**src/rtl/nhhm_pkg.sv**
```systemverilog
package nhhm_pkg;

  localparam int SLOTS         = 8;
  localparam int ID_W          = 8;
  localparam int STAMP_W       = 32;
  localparam int COUNT_W       = 4;
  localparam int CMD_W         = 2;
  localparam int CFG_INDEX_W   = 2;
  localparam int CFG_DATA_W    = 64;
  localparam int MAX_NODES_DEF = 8;
  localparam int NODE_ID_MAX   = 63;

  typedef enum logic [CMD_W-1:0] {
    CMD_START     = 2'd0,
    CMD_HEARTBEAT = 2'd1,
    CMD_EVALUATE  = 2'd2,
    CMD_QUERY     = 2'd3
  } cmd_e;

  typedef enum logic [1:0] {
    ST_OK        = 2'd0,
    ST_IGNORED   = 2'd1,
    ST_BAD_ARG   = 2'd2,
    ST_UNTRACKED = 2'd3
  } status_e;

  typedef enum logic [CFG_INDEX_W-1:0] {
    REG_TRACKED_NODES = 2'd0,
    REG_TRACKED_COUNT = 2'd1,
    REG_OWN_NODE      = 2'd2,
    REG_TIMEOUT_MS    = 2'd3
  } cfg_reg_e;

  typedef struct packed {
    logic [CMD_W-1:0]   cmd;
    logic [ID_W-1:0]    node_id;
    logic [STAMP_W-1:0] now_ms;
  } item_t;

  typedef struct packed {
    status_e            status;
    logic               alive;
    logic [STAMP_W-1:0] last_seen_ms;
    logic [SLOTS-1:0]   alive_mask;
  } result_t;

  typedef struct packed {
    logic load;
    logic step;
    logic finish;
  } ctrl_cmd_t;

  typedef struct packed {
    logic out_busy;
  } dp_status_t;

endpackage

```
**src/rtl/nhhm_ctrl.sv**
```systemverilog
module nhhm_ctrl import nhhm_pkg::*; #(
  parameter int MAX_NODES = MAX_NODES_DEF,
  localparam int IDX_W = (MAX_NODES > 1) ? $clog2(MAX_NODES) : 1
) (
  input  logic             clk,
  input  logic             rst,
  input  logic             in_valid,
  output logic             in_stall,
  input  dp_status_t       st,
  output ctrl_cmd_t        ctl,
  output logic [IDX_W-1:0] idx
);

  localparam logic [IDX_W-1:0] LAST = IDX_W'(MAX_NODES - 1);

  typedef enum logic [2:0] {
    S_IDLE   = 3'b001,
    S_SWEEP  = 3'b010,
    S_FINISH = 3'b100
  } state_t;

  state_t state, state_next;
  logic   accept;
  logic   finish_ok;

  assign finish_ok  = (state == S_FINISH) && !st.out_busy;
  assign in_stall   = !((state == S_IDLE) || finish_ok);
  assign accept     = in_valid && !in_stall;
  assign ctl.load   = accept;
  assign ctl.step   = (state == S_SWEEP);
  assign ctl.finish = finish_ok;

  always_comb begin
    state_next = state;
    unique case (state)
      S_IDLE: begin
        if (accept) state_next = S_SWEEP;
      end
      S_SWEEP: begin
        if (idx == LAST) state_next = S_FINISH;
      end
      S_FINISH: begin
        if (finish_ok) state_next = accept ? S_SWEEP : S_IDLE;
      end
      default: state_next = S_IDLE;
    endcase
  end

  always_ff @(posedge clk) begin
    if (rst) begin
      state <= S_IDLE;
      idx   <= '0;
    end else begin
      state <= state_next;
      if (accept) begin
        idx <= '0;
      end else if (ctl.step && idx != LAST) begin
        idx <= idx + 1'b1;
      end
    end
  end

  a_sweep_ends: assert property (@(posedge clk) disable iff (rst)
    (state == S_SWEEP && idx == LAST) |=> (state == S_FINISH))
    else $error("sweep did not end in finish");

  a_load_starts_sweep: assert property (@(posedge clk) disable iff (rst)
    ctl.load |=> (state == S_SWEEP && idx == '0))
    else $error("accepted item did not start a sweep at entry zero");

endmodule

```
**src/rtl/nhhm_dp.sv**
```systemverilog
module nhhm_dp import nhhm_pkg::*; #(
  parameter int MAX_NODES = MAX_NODES_DEF,
  localparam int IDX_W = (MAX_NODES > 1) ? $clog2(MAX_NODES) : 1
) (
  input  logic                   clk,
  input  logic                   rst,
  input  item_t                  in_data,
  input  ctrl_cmd_t              ctl,
  input  logic [IDX_W-1:0]       idx,
  output dp_status_t             st,
  output logic                   out_valid,
  input  logic                   out_stall,
  output result_t                out_data,
  input  logic                   cfg_valid,
  input  logic [CFG_INDEX_W-1:0] cfg_index,
  input  logic [CFG_DATA_W-1:0]  cfg_data
);

  logic [CFG_DATA_W-1:0] cfg_nodes;
  logic [COUNT_W-1:0]    cfg_count;
  logic [ID_W-1:0]       cfg_own;
  logic [STAMP_W-1:0]    cfg_timeout;

  logic [ID_W-1:0]    lat_ids [MAX_NODES];
  logic [COUNT_W-1:0] lat_count;
  logic [ID_W-1:0]    lat_own;
  logic [STAMP_W-1:0] lat_timeout;
  logic               started;

  logic [STAMP_W-1:0]   last_seen [MAX_NODES];
  logic [MAX_NODES-1:0] alive_flags;

  cmd_e               req_cmd;
  logic [ID_W-1:0]    req_id;
  logic [STAMP_W-1:0] req_now;
  logic               active;
  status_e            res_status;
  logic               found;
  logic               res_alive;
  logic [STAMP_W-1:0] res_seen;

  cmd_e               in_cmd;
  logic               start_ok;
  logic               id_bad;
  status_e            load_status;
  logic               load_active;
  logic               in_range;
  logic               id_hit;
  logic               own_hit;
  logic [STAMP_W-1:0] age;
  logic               untracked;
  logic               query_hit;
  result_t            result_next;

  always_ff @(posedge clk) begin
    if (rst) begin
      cfg_nodes   <= '0;
      cfg_count   <= '0;
      cfg_own     <= '0;
      cfg_timeout <= '0;
    end else if (cfg_valid) begin
      unique case (cfg_reg_e'(cfg_index))
        REG_TRACKED_NODES: cfg_nodes   <= cfg_data;
        REG_TRACKED_COUNT: cfg_count   <= cfg_data[COUNT_W-1:0];
        REG_OWN_NODE:      cfg_own     <= cfg_data[ID_W-1:0];
        REG_TIMEOUT_MS:    cfg_timeout <= cfg_data[STAMP_W-1:0];
        default: ;
      endcase
    end
  end

  always_comb begin
    start_ok = (cfg_count != '0) && (cfg_count <= COUNT_W'(MAX_NODES)) &&
               (cfg_timeout != '0);
    for (int i = 0; i < MAX_NODES; i++) begin
      if ((COUNT_W'(i) < cfg_count) &&
          (cfg_nodes[ID_W*i +: ID_W] > ID_W'(NODE_ID_MAX))) begin
        start_ok = 1'b0;
      end
    end
  end

  assign in_cmd = cmd_e'(in_data.cmd);
  assign id_bad = in_data.node_id > ID_W'(NODE_ID_MAX);

  always_comb begin
    load_status = ST_OK;
    load_active = 1'b0;
    if (in_cmd == CMD_START) begin
      load_status = start_ok ? ST_OK : ST_BAD_ARG;
      load_active = start_ok;
    end else if (!started) begin
      load_status = ST_IGNORED;
    end else begin
      unique case (in_cmd)
        CMD_HEARTBEAT: begin
          if (id_bad) begin
            load_status = ST_BAD_ARG;
          end else if (in_data.node_id == lat_own) begin
            load_status = ST_IGNORED;
          end else begin
            load_active = 1'b1;
          end
        end
        CMD_EVALUATE: begin
          load_active = 1'b1;
        end
        CMD_QUERY: begin
          if (id_bad) begin
            load_status = ST_BAD_ARG;
          end else begin
            load_active = 1'b1;
          end
        end
        default: ;
      endcase
    end
  end

  always_ff @(posedge clk) begin
    if (rst) begin
      lat_count   <= '0;
      lat_own     <= '0;
      lat_timeout <= '0;
      started     <= 1'b0;
      for (int i = 0; i < MAX_NODES; i++) lat_ids[i] <= '0;
    end else if (ctl.load && in_cmd == CMD_START && start_ok) begin
      lat_count   <= cfg_count;
      lat_own     <= cfg_own;
      lat_timeout <= cfg_timeout;
      started     <= 1'b1;
      for (int i = 0; i < MAX_NODES; i++) lat_ids[i] <= cfg_nodes[ID_W*i +: ID_W];
    end
  end

  assign in_range = COUNT_W'(idx) < lat_count;
  assign id_hit   = lat_ids[idx] == req_id;
  assign own_hit  = lat_ids[idx] == lat_own;
  assign age      = req_now - last_seen[idx];

  always_ff @(posedge clk) begin
    if (rst) begin
      alive_flags <= '0;
      for (int i = 0; i < MAX_NODES; i++) last_seen[i] <= '0;
    end else if (ctl.step && active) begin
      unique case (req_cmd)
        CMD_START: begin
          last_seen[idx]   <= (in_range && own_hit) ? req_now : '0;
          alive_flags[idx] <= in_range && own_hit;
        end
        CMD_HEARTBEAT: begin
          if (in_range && id_hit && !found) begin
            last_seen[idx]   <= req_now;
            alive_flags[idx] <= 1'b1;
          end
        end
        CMD_EVALUATE: begin
          if (in_range) begin
            if (own_hit) begin
              last_seen[idx]   <= req_now;
              alive_flags[idx] <= 1'b1;
            end else begin
              alive_flags[idx] <= (last_seen[idx] != '0) && (age < lat_timeout);
            end
          end
        end
        CMD_QUERY: ;
        default: ;
      endcase
    end
  end

  always_ff @(posedge clk) begin
    if (rst) begin
      active <= 1'b0;
      found  <= 1'b0;
    end else if (ctl.load) begin
      active <= load_active;
      found  <= 1'b0;
    end else if (ctl.step && active && in_range && id_hit && !found) begin
      found <= 1'b1;
    end
  end

  always_ff @(posedge clk) begin
    if (ctl.load) begin
      req_cmd    <= in_cmd;
      req_id     <= in_data.node_id;
      req_now    <= in_data.now_ms;
      res_status <= load_status;
    end else if (ctl.step && active && in_range && id_hit && !found) begin
      res_alive <= alive_flags[idx];
      res_seen  <= last_seen[idx];
    end
  end

  assign untracked = active && !found &&
                     (req_cmd == CMD_HEARTBEAT || req_cmd == CMD_QUERY);
  assign query_hit = active && found && (req_cmd == CMD_QUERY);

  always_comb begin
    result_next.status       = untracked ? ST_UNTRACKED : res_status;
    result_next.alive        = query_hit && res_alive;
    result_next.last_seen_ms = query_hit ? res_seen : '0;
    result_next.alive_mask   = SLOTS'(alive_flags);
  end

  always_ff @(posedge clk) begin
    if (rst) begin
      out_valid <= 1'b0;
    end else if (ctl.finish) begin
      out_valid <= 1'b1;
    end else if (!out_stall) begin
      out_valid <= 1'b0;
    end
  end

  always_ff @(posedge clk) begin
    if (ctl.finish) out_data <= result_next;
  end

  assign st.out_busy = out_valid && out_stall;

  a_no_overwrite: assert property (@(posedge clk) disable iff (rst)
    ctl.finish |-> !(out_valid && out_stall))
    else $error("result written over an item not yet taken");

  a_dead_before_start: assert property (@(posedge clk) disable iff (rst)
    !started |-> (alive_flags == '0))
    else $error("alive flag set before a successful start");

  a_fail_no_entry: assert property (@(posedge clk) disable iff (rst)
    (out_valid && out_data.status != ST_OK) |->
      (!out_data.alive && out_data.last_seen_ms == '0))
    else $error("entry fields reported on a failed command");

endmodule

```
**src/rtl/node_heartbeat_health_monitor.sv**
```systemverilog
// Heartbeat liveness monitor for up to MAX_NODES tracked nodes. Each item is a
// start, heartbeat, evaluate or query command and yields exactly one result with
// a status, the queried entry and the alive mask. An item's result is set by the
// table sweep that follows its acceptance and visits one entry per cycle; the
// next item is taken in the cycle the result is loaded into the output register,
// unless that register still holds an item that has not been taken.
// Configuration registers take effect at the next successful start; the user must
// write them only while no item is in flight, as the block does not enforce this.
module node_heartbeat_health_monitor import nhhm_pkg::*; #(
  parameter int MAX_NODES = MAX_NODES_DEF
) (
  input  logic                   clk,
  input  logic                   rst,
  input  logic                   in_valid,
  output logic                   in_stall,
  input  item_t                  in_data,
  output logic                   out_valid,
  input  logic                   out_stall,
  output result_t                out_data,
  input  logic                   cfg_valid,
  output logic                   cfg_ready,
  input  logic [CFG_INDEX_W-1:0] cfg_index,
  input  logic [CFG_DATA_W-1:0]  cfg_data
);

  localparam int IDX_W = (MAX_NODES > 1) ? $clog2(MAX_NODES) : 1;

  ctrl_cmd_t        ctl;
  dp_status_t       st;
  logic [IDX_W-1:0] idx;

  assign cfg_ready = 1'b1;

  nhhm_ctrl #(
    .MAX_NODES (MAX_NODES)
  ) u_ctrl (
    .clk      (clk),
    .rst      (rst),
    .in_valid (in_valid),
    .in_stall (in_stall),
    .st       (st),
    .ctl      (ctl),
    .idx      (idx)
  );

  nhhm_dp #(
    .MAX_NODES (MAX_NODES)
  ) u_dp (
    .clk       (clk),
    .rst       (rst),
    .in_data   (in_data),
    .ctl       (ctl),
    .idx       (idx),
    .st        (st),
    .out_valid (out_valid),
    .out_stall (out_stall),
    .out_data  (out_data),
    .cfg_valid (cfg_valid && cfg_ready),
    .cfg_index (cfg_index),
    .cfg_data  (cfg_data)
  );

endmodule
```
**config.mk**
```make
export PLATFORM = sky130hd
export DESIGN_NAME = node_heartbeat_health_monitor
export DESIGN_NICKNAME = d
export VERILOG_FILES = /design/src/rtl/nhhm_pkg.sv /design/src/rtl/nhhm_ctrl.sv /design/src/rtl/nhhm_dp.sv /design/src/rtl/node_heartbeat_health_monitor.sv
export SDC_FILE = /design/constraint.sdc
export NUM_CORES = 1
export LEC_CHECK = 0
export ABC_AREA = 1
export BUFFER_PORTS_ARGS = -buffer_cell sky130_fd_sc_hd__buf_2
export CORE_ASPECT_RATIO = 1.25
export CORE_MARGIN = 2
export CORE_UTILIZATION = 40
export CTS_BUF_LIST = sky130_fd_sc_hd__clkbuf_4 sky130_fd_sc_hd__clkbuf_8
export CTS_CLUSTER_DIAMETER = 100
export DETAILED_ROUTE_END_ITERATION = 16
export PLACE_DENSITY = 0.56
export SLEW_MARGIN = 20
export SYNTH_ARGS = -nofsm -noshare
export SYNTH_HDL_FRONTEND = slang
export SYNTH_SLANG_ARGS = --single-unit
export TNS_END_PERCENT = 1
```
**constraint.sdc**
```tcl
create_clock -name clk -period 8.63 [get_ports clk]
set_input_delay 0.4315 -clock clk [delete_from_list [all_inputs] [get_ports clk]]
set_output_delay 0.4315 -clock clk [all_outputs]
set_load 0.05 [all_outputs]
```
==> impl_results.md, run 1 <==
* Chip Width at 244 um
* Cts repair resizes at 0
* Ys flop type: edfxtp_1
* Hold Vio Cnt, Final at 0
* Most frequent cells in the layout: nand2_1 (728), inv_1 (500), nor2_1 (445)
* Nets at 3671
* Most frequent CP cell: nand2_1
* Power Density at 207 mW/mm2
* Commonest non-fill, non-tap cell in the layout: nand2_1
* Num CTS Buffers at between 90 and 100
* Final setup viols at 0
* CP startpoint kind: flip-flop
* CTS Buffer Depth at 3
* Most crowded layer after global routing: met2
* Vias/cell at 4.95
* Min-Delay Path Class: in2reg
* DRT antenna net count at 0
* Critical Path RT at 9.24 ns
* Worst-Margin Slew at 1.15 ns
* Cell area after synthesis at 0.0288 mm2
* DRC viols at 0
* Mapped Cells at 3249
* Period utilization at 0.693
* Num rows at 109
* Post-synth ARST share at 0
* Die Area at approximately 0.074 mm2
* Comb pwr share at 0.149
* Vias in the first global route at 21900
* # Max-Cap Violations at 0
* GRT overflow at 0
* Post-route cell area at 0.0331 mm2
* Vias post-DR at 22300
* H-tree Lvls at 3
* Met2 usage at 0.384
* Worst setup EP type: flip-flop
* Slowest CP cell: buf_4
* EDFF count, synth at 440
* Final slew viol count at 0
* Largest net degree at the start of global routing at around 120
* Die Height at 304 um
* Post-CTS Setup Repair Bufs at 0
* Fillers at 6929
* GRT Total Usage at 0.219
* Clock power frac at 0.359
* Drt total wl at 81400 um
* GP Congestion at between 0.8 and 0.9
* LEAKAGE at around 0.014 uW
* Seq pwr share at 0.492
* WL/cell at 18.0 um
* Root Driver: clkbuf_8
* Crit path time final at 5.98 ns
* Top-area cell type share of the netlist area at 0.459
* Achievable Freq at 167 MHz
* Initial Util at 0.406
* CP max stage delay at 0.77 ns
* YS warnings at 0
* Clk_lat worst skew at 0.73 ns
* Met1 usage at 0.267
* Final worst slack at 2.65 ns
* Worst VDD drop at 0.125 mV
* Crit path max-delay family: compound AO/OA/AOI/OAI gates
* Switching pwr at roughly 1900 uW
* M3 GR Usage at 0.0295
* Worst Path Max Fanout at 76
* CTS tree: yes
* Switching Fraction at 0.278
* Clock skew at 0.0252 ns
* Post-synthesis sequential area ratio at 0.580
* Status: complete, no violations
* WP data arrival at 6.59 ns
* Critical setup path kind: reg2reg
* CP Buf/Inv Count at 3
* Yosys top cell by area: edfxtp_1
* Post-detail-place hpwl at around 51000 um
* Synthesized flop and latch total at 613
* Initial antenna violation count at 1
* CTS clk-pin slew, worst paths at 0.06 ns
* Area contributors post-synth: edfxtp_1 (46%), dfxtp_1 (12%), nand2_1 (9.5%)
* DP Area at just over 0.03 mm2
* RSZ-0062 raised after global routing: false
* Synth unique cells at 44
* Global-route wire length before repair at 125000 um
* P&R area growth vs syn at 15.3%
* Slew headroom at 0.230
* # hold bufs at CTS at 98
* CORE AREA at 0.0709 mm2
* Ports at roughly 160
* Pre-CTS WS at 2.61 ns
* Internal power at 4950 uW
* Starting DRT DRC Count at 1631
* Fraction of layout cells with a size suffix above 1 at 0.105
* Hold_ws at between 0.02 and 0.03 ns
* TritonCTS Sinks at around 610
* IO buf count at around 160
* Pre-Repair DR Iteration Count at 5
* Syn Area/Cell at a little under 9 um2
* Final TNS setup at 0 ns
## cells by family after synthesis
logic type,Yosys count,synth area share
AOI/OAI and AO/OA,435,0.0805
xor gates and xnor gates,35,0.0107
adders and majority gates,72,0.0316
buffers and inverters,648,0.0923
DFF,613,0.580
other,2,0.000261
and+or+nand+nor,1444,0.205
## synth_stat cells (all sizes together) (2+ instances only)
cell type	number
nand2	741
a211oi	2
buf	54
o22ai	45
xnor2	11
xor2	24
a221oi	3
nor2	449
a31oi	4
nor4	12
o221ai	2
dfxtp	173
edfxtp	440
nor3	21
clkbuf	89
a22oi	2
nand3	205
a21oi	208
ha	71
conb	2
o211ai	4
nand4	12
o21ai	157
o21a	3
nand3b	2
inv	504
## tightest hold or removal path, stage by stage
cell and delay (ns):
buf_2 0.08, o21ai_0 0.09, a21oi_1 0.11
## per-stage QoR
step                utilization  power [uW]  instances
finish                    0.467        6850       4508
global route              0.467        7180       4508
CTS                       0.467        6910       4507
detailed placement        0.426        4420       4234
global placement          0.426        4410       4234
floorplan                     -        4080       3250
## state kept, by name, summed over array words and instances, names as in the netlist, 8 cells and up, named ones only
name              count
u_dp.cfg_nodes       64
u_dp.cfg_own          8
u_dp.cfg_timeout     32
u_dp.last_seen      256
u_dp.lat_ids         64
u_dp.lat_own          8
u_dp.lat_timeout     32
u_dp.out_data        43
u_dp.req_id           8
u_dp.req_now         32
u_dp.res_seen        32
## final cells by class
type	instances	area, um2	area share
repair buffers	282	1980	0.0598
flip-flops and latches	613	16700	0.503
multi-input cells	1989	9480	0.286
clock buffers	149	1780	0.0538
diodes	1	2.50	0.0000755
inverters	505	1900	0.0573
well taps	943	1180	0.0356
clock inverters	26	135	0.00408
## path summary, 6_finish.rpt
check | start | end | slack [ns] | cells past startpoint
setup / recovery | flip-flop | flip-flop | 2.65 | 25
setup reg to reg | flip-flop | flip-flop | 2.65 | 25
hold / removal | cfg_data[38] | u_dp.cfg_nodes[38] | 0.03 | 3
hold reg to reg | flip-flop | u_dp.out_data[0] | 0.45 | 0
## metal layers
metal,part of all wire,vias up
met4,0.038,0
met2,0.50,666
met5,0,-
li1,-,11000
met1,0.41,10500
met3,0.052,155
## power by group through the flow
stage / registers (uW) / logic [uW] / clock network, uW
5_1_grt: 3380 / 1160 / 2640
3_5_place_dp: 3430 / 986 / 0
3_3_place_gp: 3430 / 981 / 0
6_report: 3370 / 1020 / 2460
2_1_floorplan: 3410 / 671 / 0
4_1_cts: 3370 / 1030 / 2510
(Power assumes the default switching activity.)
==> run 2: changes to the inputs <==
- clock period: 8.63 -> 6 ns (I/O delays scaled with it)
==> impl_results.md, run 2 (synthesis gave the netlist of run 1 again) <==
* Worst Path Max Fanout at 35 (-54%)
* Hold Vio Cnt, Final at 0 (unchanged)
* Post-CTS Setup Repair Bufs at 0 (unchanged)
* Chip Width at 244 um (unchanged)
* # Max-Cap Violations at 0 (unchanged)
* Vias in the first global route at 22300 (+1.6%)
* WP data arrival at 6.16 ns (-0.43 ns)
* CP max stage delay at 0.58 ns (-0.19 ns)
* Storage cell area at 0.0167 mm2 (unchanged)
* Hold depth at 5 (+2)
* Starting DRT DRC Count at 1730 (+6.1%)
* Worst VDD drop at 0.186 mV (+49%)
* GRT Total Usage at 0.225 (+0.00686)
* Achievable Freq at 180 MHz (+8.0%)
* Slew headroom at 0.310 (+0.0801)
* Most frequent cells in the layout: nand2_1 (728), inv_1 (500), nor2_1 (445)
* Min-Delay Path Class: in2reg
* Fraction of layout cells with a size suffix above 1 at 0.114 (+0.00872)
* Critical Path RT at 6.62 ns (-2.62 ns)
* Largest net degree at the start of global routing at 129 (+11%)
* Root Driver: clkbuf_8
* Most frequent CP cell: nand2_1
* FF-to-FF path depth at 27 (+8.0%)
* Clk_lat worst skew at 0.74 ns (about the same)
* Worst-Margin Slew at 1.03 ns (-0.120 ns)
* Clock skew at 0.0501 ns (+0.0249 ns)
* Commonest non-fill, non-tap cell in the layout: nand2_1
* Critical setup path kind: reg2reg
* Ports at 159 (unchanged)
* GP Congestion at 0.900 (+6.5%)
* Initial Util at 0.406 (unchanged)
* Nets at 3716 (+1.2%)
* CORE AREA at 0.0709 mm2 (unchanged)
* CP startpoint kind: flip-flop
* Num CTS Buffers at 98 (+3.2%)
* TritonCTS Sinks at 613 (unchanged)
* RSZ-0062 raised after global routing: false
* Post-detail-place hpwl at 54000 um (+4.8%)
* Die Area at 0.0741 mm2 (unchanged)
* Final TNS setup at 0 ns (unchanged)
* CP Buf/Inv Count at 5 (+2)
* Global-route wire length before repair at 128000 um (+2.7%)
* Slowest CP cell: nor4_1
* Crit path max-delay family: simple AND/OR/NAND/NOR gates
* Hold path start: cfg_valid
* CTS Buffer Depth at 3 (unchanged)
* Final worst slack at 0.458 ns (-2.19 ns)
* IO buf count at 157 (unchanged)
* Crit path time final at 5.54 ns (-0.442 ns)
* Drt total wl at 83900 um (+3.1%)
* Min-Delay Endpoint: u_dp.cfg_count[2]
* Final slew viol count at 0 (unchanged)
* Die Height at 304 um (unchanged)
* Initial antenna violation count at 1 (unchanged)
* Vias/cell at 4.92 (-0.62%)
* DP Area at 0.0305 mm2 (+0.95%)
* Status: complete, no violations
* Pre-CTS WS at 0.598 ns (-2.01 ns)
* DRT antenna net count at 0 (unchanged)
* Util after Layout at 0.476 (+0.00870)
* H-tree Lvls at 3 (unchanged)
* CTS tree: yes
* LEAKAGE at 0.0141 uW (+2.3%)
* Power Density at 300 mW/mm2 (+45%)
* Post-route cell area at 0.0338 mm2 (+1.9%)
* Fillers at 6908 (-0.30%)
* Top Registers: u_dp.last_seen x256, u_dp.cfg_nodes x64, u_dp.lat_ids x64
* Worst setup EP type: flip-flop
* Pre-Repair DR Iteration Count at 8 (+3)
* GRT overflow at 0 (unchanged)
* Most flop-heavy register: u_dp.last_seen
* Num rows at 109 (unchanged)
* Vias post-DR at 22500 (+0.55%)
* P&R area growth vs syn at 17.4%
* WL/cell at 18.4 um (+1.9%)
* Period utilization at 0.924 (+0.230)
* Max FFs per register at 256 (unchanged)
* DRC viols at 0 (unchanged)
* Final setup viols at 0 (unchanged)
* Area of the multi-input gates at 0.00948 mm2 (unchanged)
* CTS clk-pin slew, worst paths at 0.07 ns (about the same)
* FF-to-FF setup slack at 0.46 ns (-2.19 ns)
-- run 2: worst max-delay path by stage --
stage / start / endpoint / slack (ns) / depth (start not counted)
6_report: flip-flop / flip-flop / 0.46 / 27
5_1_grt: flip-flop / flip-flop / 0.01 / 28
4_1_cts: flip-flop / flip-flop / 0.52 / 27
3_3_place_gp: flip-flop / flip-flop / 0.51 / 27
2_1_floorplan: u_ctrl.state[2] / u_dp.lat_ids[0][0] / 0.34 / 11
3_5_place_dp: flip-flop / flip-flop / 0.60 / 27
-- run 2: power by group --
| part | switching, uW | internal (uW) | total [uW] |
|---|---|---|---|
| logic | 1000 | 519 | 1520 |
| clock network | 1730 | 2040 | 3770 |
| registers | 107 | 4730 | 4840 |
| total | 2840 | 7290 | 10100 |
-- run 2: cell type report --
type,count,share of cell area
sequential,613,0.494
multi-input combinational,1989,0.281
timing repair buffer,324,0.0723
inverter,505,0.0563
clock buffer,153,0.0540
tap,943,0.0349
clock inverter,32,0.00737
antenna,2,0.000148
-- run 2: worst register-to-register path, stage by stage (launching register included) --
cell and delay, ns:
dfxtp_4 0.35, inv_2 0.24, buf_12 0.28, buf_4 0.34
nand3_1 0.11, nand3_1 0.07, nand2_1 0.16, ha_1 0.42
nand2_1 0.15, nor4_1 0.58, nand4_1 0.23, nand3_1 0.30
nand3_1 0.11, o211ai_1 0.12, xor2_1 0.10, ha_1 0.29
nand2_1 0.06, nor4_1 0.36, inv_1 0.07, o21ai_0 0.17
a21oi_1 0.07, buf_4 0.14, nand2_1 0.34, nand2_1 0.11
nand2_1 0.07, nand2_1 0.05, nand2_1 0.07, a21oi_1 0.06
-- run 2: metrics by stage --
| stage | instances | power (uW) | hold slack, ns |
|---|---|---|---|
| after floorplan | 3250 | 5870 | 0.399 |
| after global placement | 4259 | 6380 | 0.429 |
| after detailed placement | 4259 | 6390 | 0.437 |
| after CTS | 4559 | 10200 | 0.0412 |
| after global routing | 4561 | 10600 | 0.150 |
| final | 4561 | 10100 | 0.116 |
-- run 2: metal layers --
metal	wire length, um	vias to the layer above	GRT usage
li1	-	11100	-
met1	33400	10500	0.271
met2	42100	673	0.396
met3	4880	159	0.0345
met4	3500	0	0.104
met5	0	-	0
-- run 2: timing repair --
item                                    in CTS  in global routing
endpoints found under the setup margin       0                  1
hold buffers                               115                  0
gates resized for setup                      0                  1
endpoints found under the hold margin      156                  0
==> run 3: changes to the inputs <==
- PLACE_DENSITY: 0.56 -> default
- clock period: 6 -> 5.9 ns (I/O delays scaled with it)
==> impl_results.md, run 3 (synthesis gave the netlist of run 1 again) <==
* Status: complete, no violations
* Most flop-heavy register: u_dp.last_seen
* Final setup viols at 0 (unchanged)
* Vias post-DR at 22600 (+0.46%)
* Chip Width at 244 um (unchanged)
* Worst setup EP type: flip-flop
* WL/cell at 17.9 um (-2.5%)
* Nets at 3705 (-0.30%)
* LEAKAGE at 0.0140 uW (-0.84%)
* Hold Vio Cnt, Final at 0 (unchanged)
* H-tree Lvls at 3 (unchanged)
* GRT overflow at 0 (unchanged)
* # Max-Cap Violations at 0 (unchanged)
* Ports at 159 (unchanged)
* Pre-Repair DR Iteration Count at 7 (-1)
* Slowest CP cell: o21ai_0
* IO buf count at 157 (unchanged)
* CORE AREA at 0.0709 mm2 (unchanged)
* Final TNS setup at 0 ns (unchanged)
* Slew headroom at 0.384 (+0.0741)
* Root Driver: clkbuf_8
* Power Density at 302 mW/mm2 (+0.79%)
* Total power at 10100 uW (+0.16%)
* Critical Path RT at 6.46 ns (-0.16 ns)
* Die Area at 0.0741 mm2 (unchanged)
* Min-Delay Path Class: in2reg
* Internal power at 7340 uW (+0.58%)
* CP startpoint kind: flip-flop
* Post-CTS Setup Repair Bufs at 0 (unchanged)
* Critical setup path kind: reg2reg
* Worst-Margin Slew at 0.924 ns (-0.110 ns)
* CTS Buffer Depth at 3 (unchanged)
* Final slew viol count at 0 (unchanged)
* Largest net degree at the start of global routing at 110 (-15%)
* Hold path start: rst
* Comb pwr share at 0.151 (about the same)
* Switching pwr at 2810 uW (-0.95%)
* GP Congestion at 0.865 (-3.9%)
* Most frequent cells in the layout: nand2_1 (728), inv_1 (500), nor2_1 (445)
* Initial Util at 0.406 (unchanged)
* Seq pwr share at 0.485 (+0.007)
* P&R area growth vs syn at 16.7%
* Clock skew at 0.0409 ns (-0.00918 ns)
* Switching Fraction at 0.277 (-0.00308)
* DRC viols at 0 (unchanged)
* Top Registers: u_dp.last_seen x256, u_dp.cfg_nodes x64, u_dp.lat_ids x64
* DP Area at 0.0305 mm2 (-0.18%)
* Die Height at 304 um (unchanged)
* Fraction of layout cells with a size suffix above 1 at 0.108 (-0.00569)
* Clk_lat worst skew at 0.70 ns (-0.04 ns)
* Vias/cell at 4.96 (+0.77%)
* Max FFs per register at 256 (unchanged)
* Num CTS Buffers at 97 (-1.0%)
* Post-route cell area at 0.0336 mm2 (-0.63%)
* Clock power frac at 0.364 (-0.008)
* Most frequent CP cell: nand2_1
* Period utilization at 0.902 (-0.0211)
* Drt total wl at 81500 um (-2.8%)
* Vias in the first global route at 22000 (-0.98%)
* Crit path time final at 5.32 ns (-0.217 ns)
* Initial antenna violation count at 2 (+1)
* GRT Total Usage at 0.218 (-0.00699)
* Post-detail-place hpwl at 52700 um (-2.3%)
* WP data arrival at 5.89 ns (-0.27 ns)
* Worst Path Max Fanout at 49 (+40%)
* Worst VDD drop at 0.173 mV (-7.0%)
* Starting DRT DRC Count at 1551 (-10%)
* CTS tree: yes
* DRT antenna net count at 0 (unchanged)
* CTS clk-pin slew, worst paths at 0.06 ns (about the same)
* CP max stage delay at 0.56 ns (-0.02 ns)
* TritonCTS Sinks at 613 (unchanged)
* Achievable Freq at 188 MHz (+4.1%)
* Commonest non-fill, non-tap cell in the layout: nand2_1
* Num rows at 109 (unchanged)
* Global-route wire length before repair at 125000 um (-2.3%)
* RSZ-0062 raised after global routing: false
[run 3: per-stage QoR]
stage / hold slack (ns) / instances / setup WS (ns) / util
finish: 0.0564 / 4547 / 0.575 / 0.473
CTS: 0.00521 / 4547 / 0.493 / 0.473
global placement: 0.441 / 4256 / 0.541 / 0.430
floorplan: 0.394 / 3250 / 0.239 / -
detailed placement: 0.446 / 4256 / 0.522 / 0.430
global route: 0.0805 / 4547 / 0.130 / 0.473
[run 3: repair_timing]
item,CTS,global route
setup endpoints to repair,0,8
endpoints found under the hold margin,153,0
gates resized for setup,0,1
hold buffers,109,0
[run 3: worst paths after layout]
| path | to | slack [ns] | cells after the start |
|---|---|---|---|
| worst min register to register | u_dp.cfg_nodes[3] | 0.45 | 2 |
| worst max register to register | flip-flop | 0.58 | 30 |
| worst max-delay path | flip-flop | 0.58 | 30 |
| worst min-delay path | u_dp.out_valid | 0.06 | 2 |
[run 3: final cells by class]
class	count	area, um2
fill	6866	37400
sequential	613	16700
multi-input combinational	1989	9480
timing repair buffer	314	2330
inverter	505	1900
clock buffer	130	1650
tap	943	1180
clock inverter	52	338
antenna	1	2.50
[run 3: routing by layer]
| metal | up-vias | share of wire | global-route usage |
|---|---|---|---|
| li1 | 11100 | - | - |
| met1 | 10600 | 0.40 | 0.262 |
| met2 | 735 | 0.50 | 0.384 |
| met3 | 177 | 0.057 | 0.0295 |
| met4 | 2 | 0.044 | 0.106 |
| met5 | - | 0.00016 | 0 |
[run 3: worst max-delay path: cells and delay by family, from the launching register on]
family | cells | cell delay (ns)
simple gates | 17 | 1.70
fa+ha+maj | 2 | 0.75
xor+xnor | 1 | 0.15
compound gates | 5 | 1.06
flops | 1 | 0.36
buf+inv | 5 | 1.13
[run 3: power by group through the flow]
| stage | registers, uW | logic (uW) | clock network [uW] |
|---|---|---|---|
| 3_3_place_gp | 5010 | 1470 | 0 |
| 2_1_floorplan | 4990 | 981 | 0 |
| 6_report | 4920 | 1540 | 3690 |
| 5_1_grt | 4930 | 1730 | 3940 |
| 3_5_place_dp | 5010 | 1480 | 0 |
| 4_1_cts | 4920 | 1540 | 3770 |
